--- src/sv/pkihi_pkg.sv ---
// Shared constants, types and the hash mixing function of the pair index.
package pkihi_pkg;

    localparam int BUCKET_BITS_DEF = 8;
    localparam int CAPACITY_DEF    = 1024;
    localparam int WORD_W          = 32;
    localparam int ENTRY_ID_W      = 10;

    // Command codes carried by an input beat
    localparam logic CMD_STORE = 1'b0;
    localparam logic CMD_GET   = 1'b1;

    // Sequencer states, one-hot
    typedef enum logic [5:0] {
        S_IDLE = 6'b000001,
        S_HEAD = 6'b000010,
        S_LINK = 6'b000100,
        S_CMP  = 6'b001000,
        S_MISS = 6'b010000,
        S_RES  = 6'b100000
    } t_state;

    // Supplemental mixing: h*127 + (h >> 9) + (h >> 17), modulo 2^32
    function automatic logic [WORD_W-1:0] mix_hash(input logic [WORD_W-1:0] h);
        logic [WORD_W-1:0] r;
        begin
            r = (h << 7) - h;
            r = r + (h >> 9) + (h >> 17);
            return r;
        end
    endfunction

endpackage

--- src/sv/pkihi_bucket_table.sv ---
// Bucket head memory with per-bucket valid flags cleared at reset.
module pkihi_bucket_table
    import pkihi_pkg::*;
#(
    parameter int BUCKET_BITS = BUCKET_BITS_DEF,
    parameter int ID_W        = 10
) (
    input  logic                   i_clk,
    input  logic                   i_rst_n,
    input  logic                   i_rd_en,
    input  logic [BUCKET_BITS-1:0] i_rd_addr,
    input  logic                   i_wr_en,
    input  logic [BUCKET_BITS-1:0] i_wr_addr,
    input  logic [ID_W-1:0]        i_wr_head,
    output logic [ID_W-1:0]        o_rd_head,
    output logic                   o_rd_valid
);

    localparam int NUM_BUCKETS = 1 << BUCKET_BITS;

    logic [ID_W-1:0]        r_head_mem [NUM_BUCKETS];
    logic [NUM_BUCKETS-1:0] r_valid;
    logic [ID_W-1:0]        r_rd_head;
    logic                   r_rd_valid;

    // Write the new head and read through a registered output
    always_ff @(posedge i_clk) begin
        if (i_wr_en) begin
            r_head_mem[i_wr_addr] <= i_wr_head;
        end
        if (i_rd_en) begin
            r_rd_head <= r_head_mem[i_rd_addr];
        end
    end

    // Valid flags: clear all buckets at reset, mark on write
    always_ff @(posedge i_clk) begin
        if (!i_rst_n) begin
            r_valid    <= '0;
            r_rd_valid <= 1'b0;
        end else begin
            if (i_wr_en) begin
                r_valid[i_wr_addr] <= 1'b1;
            end
            if (i_rd_en) begin
                r_rd_valid <= r_valid[i_rd_addr];
            end
        end
    end

    assign o_rd_head  = r_rd_head;
    assign o_rd_valid = r_rd_valid;

endmodule

--- config.mk ---
export PLATFORM = sky130hd
export DESIGN_NAME = pkihi_bucket_table
export DESIGN_NICKNAME = d
export VERILOG_FILES = /design/src/sv/pkihi_pkg.sv /design/src/sv/pkihi_bucket_table.sv
export SDC_FILE = /design/constraint.sdc
export NUM_CORES = 2
export LEC_CHECK = 0
export BUFFER_PORTS_ARGS = -buffer_cell sky130_fd_sc_hd__buf_2
export CAP_MARGIN = 10
export CORE_MARGIN = 4
export CORE_UTILIZATION = 40
export CTS_CLUSTER_SIZE = 8
export DETAILED_ROUTE_END_ITERATION = 8
export PLACE_DENSITY = 0.52
export SLEW_MARGIN = 10
export SYNTH_ARGS = -nofsm -noshare
export SYNTH_HDL_FRONTEND = slang
export SYNTH_SLANG_ARGS = --single-unit
--- constraint.sdc ---
create_clock -name i_clk -period 7.1 [get_ports i_clk]
set_input_delay 0.355 -clock i_clk [delete_from_list [all_inputs] [get_ports i_clk]]
set_output_delay 0.355 -clock i_clk [all_outputs]
set_load 0.02 [all_outputs]
==> impl_metrics.yaml <==
run_status:
  run_status: "finished clean"
clock_network:
  cts_tree: "built"
  clk_pin_slew_worst_paths_ns: 0.05
  ctsHoldBuffers: 8
  clock-sinks: 2827
  insertion_delay_ns: 0.89
  cts_buffers: 396
  clock_path_buffers: 4
  ctsResizeCount: 0
  post_cts_buffers: 0
  htreeDepth: 5
  root_buffer: "clkbuf_16"
sta:
  min_period_ns: 4.67
  fin_skew_ns: 0.0736
  setup_tns_ns: 0
  drv_slew: 0
  hold_violations: 0
  rsz0062_at_grt: "no"
  finalCritPeriodShare_pct: 65.8
  maxSlewHeadroom_pct: 10.0
  fmax_mhz: 214
  worstMarginPinSlew_ns: 1.34
  setup_slack_ns: 2.43
  setup_violations: 0
power:
  power_switching_mw: 7.87
  power.share.sequential_pct: 49.1
  share_comb_of_total_power_pct: 4.3
  finalPower_mw: 37.1
  sw_frac_of_total_pct: 21.2
  cellPowerDensity_nw_per_um2: 299
  pwr-share-clk_pct: 46.5
  power.internal_mw: 29.2
  power_leakage_nw: 38.6
  ir_worst_vdd_uv: 201
synth:
  yosysMostFrequentCell: "edfxtp_1"
  synth_top_area_share_pct: 71.9
  synth_edf_count: 2570
  netlist_instances: 5112
  yosysTopAreaCell: "edfxtp_1"
  synthesis.nets: 5142
  yosysSeqAreaShare_pct: 76.7
  yosys_warnings: 0
  ys_types: 46
  ys_ff_latch: 2827
  syn_area_um2: 107000
  synth_area_per_cell_um2: 21.0
  synth_common_cells: "edfxtp_1, mux4_2, a22oi_1, nor2_1, dfxtp_1"
  async_flop_share_pct: 0
  ys_top_cells_by_area: "edfxtp_1, mux4_2, dfxtp_1, a22oi_1, o21a_1"
  synthFlopType: "edfxtp_1"
run:
  max-cap-violations: 0
routing:
  routedWlPerCell_um: 31.8
  wl_mm: 295
  drt-initial-drc-count: 5539
  vias_per_cell: 5.80
  vias: 53900
  drtAntennaViolNets: 0
  drc: 0
  drt-pass1-iter-count: 6
hold_path:
  holdPathStages: 1
  hp-class: "primary input to register"
setup_path:
  worstSetupPathType: "primary input to register"
  max_stage_delay_ns: 1.14
  worstPathArrival_ns: 5.27
  worst-r2r-cell-count: 6
  reg2reg_slack_ns: 3.26
  cp_top_family: "simple AND/OR/NAND/NOR gates"
  cp-end-kind: "register"
  critical-path-slowest-cell: "nor4_1"
  cp_max_fo: 83
  setup.worst_path.start_class: "primary input"
  cp_num_cells: 9
  crit_top_cell: "buf_12"
  crit_required_ns: 7.70
  path_cells: "buf_12, buf_12, buf_4, mux4_2, a22oi_1, a21oi_1, nor4_1, o22ai_1, or2_1"
  critical_path_buf_inv_count: 3
global_route:
  grt_pass1_vias: 55000
  grt-ovfl-total: 0
  grt_pass1_wl_mm: 422
  antenna_found_initial: 16
  grt_max_degree: 165
  gr-usage-all-layers_pct: 21.1
floorplanning:
  start_util_pct: 40.3
  rows: 189
  pin_count: 41
  dieArea_um2: 277000
  core_area_um2: 266000
  die_y_um: 526
  die_w_um: 526
final_layout:
  multi_input_comb_area_um2: 23500
  fin_nets: 5494
  num-fill-cells: 22100
  register_area_um2: 82300
  syn2layout_area_growth_pct: 15.8
  drive_gt1_share_pct: 25.1
placed_design:
  dp_hpwl_mm: 175
  gp_congestion: 0.796
  dp_worst_setup_slack_ns: 1.61
  port_buffers: 40
## cell usage in the layout, fill, tap and decap left out, drive strengths merged, types with 2 or more instances in the layout
cell type,Yosys,final
a21oi,166,166
nand2b,7,7
mux2,2,2
nand4b,2,2
and3,5,5
clkbuf,196,672
nor4,41,41
dfxtp,257,257
o21ai,3,3
clkinvlp,0,2
nor3,2,2
nand3b,2,2
nor2b,14,14
a22oi,325,325
o22ai,30,30
inv,3,8
o21a,256,256
a31oi,2,2
a211oi,2,2
a311oi,2,2
dlygate4sd3,0,9
nand2,33,33
edfxtp,2570,2570
o311ai,2,2
diode,0,5
or2,13,13
nor2,265,265
a2111oi,2,2
nand3,25,25
nand4,9,9
o221ai,6,6
buf,136,277
clkinv,1,9
and2,4,4
mux4,693,693
mux2i,28,28
## final timing paths
path | to | start
setup reg to reg | o_rd_head[3]$_DFFE_PP_ | r_head_mem[243][3]$_DFFE_PP_
hold reg to reg | r_valid[66]$_SDFFE_PN0P_ | r_valid[66]$_SDFFE_PN0P_
setup / recovery | o_rd_head[3]$_DFFE_PP_ | i_rd_addr[0]
hold / removal | r_head_mem[66][5]$_DFFE_PP_ | i_wr_head[5]
## power groups by stage
stage                     logic [mW]  registers [mW]  clock network, mW
after global routing            1.69            18.2               18.4
after CTS                       1.62            18.2               17.6
final                           1.60            18.2               17.3
after floorplan                0.830            18.5                  0
after global placement          1.60            18.6                  0
after detailed placement        1.62            18.6                  0
## registers in the layout, summed over array words and instances, names as in the netlist
name        count
o_rd_head      10
o_rd_valid      1
r_valid       256
r_head_mem   2560
## cells by family after synthesis
| logic type | after synthesis | share of synthesized area, % |
|---|---|---|
| flip-flops | 2827 | 76.7 |
| AND/OR/NAND/NOR | 426 | 1.77 |
| AO/OA/AOI/OAI | 800 | 5.19 |
| multiplexers | 723 | 14.8 |
| buffers and inverters | 336 | 1.46 |
## worst reg2reg max path, delay by kind of cell, from the launching register on
kind / cells / cell delay [ns]
compound gates: 3 / 1.25
simple gates: 2 / 1.53
mux: 1 / 0.48
flops: 1 / 0.36
## layer usage
| layer | track usage [%] | vias up | share of wire [%] |
|---|---|---|---|
| met4 | 5.59 | 0 | 2.6 |
| met5 | 0 | - | 0 |
| met3 | 3.65 | 422 | 6.5 |
| met2 | 33.6 | 1974 | 48 |
| met1 | 30.3 | 29300 | 43 |
| li1 | - | 22200 | - |
## metrics by stage
step                area (µm²)  instances  hold slack [ns]  util [%]
floorplan               107000       5112            0.435         -
global placement        113000       8580            0.441      42.3
detailed placement      113000       8585            0.448      42.3
CTS                     124000       9280          0.00323      46.7
global route            124000       9288           0.0404      46.7
finish                  124000       9291           0.0391      46.7
## final cells by class
type	count	area share, %
antenna	5	0.0101
clock buffer	672	8.94
clock inverter	15	0.207
inverter	4	0.0121
multi-input combinational	1949	19.0
sequential	2827	66.3
tap	3533	3.56
timing repair buffer	286	2.05
(Power assumes the default switching activity.)
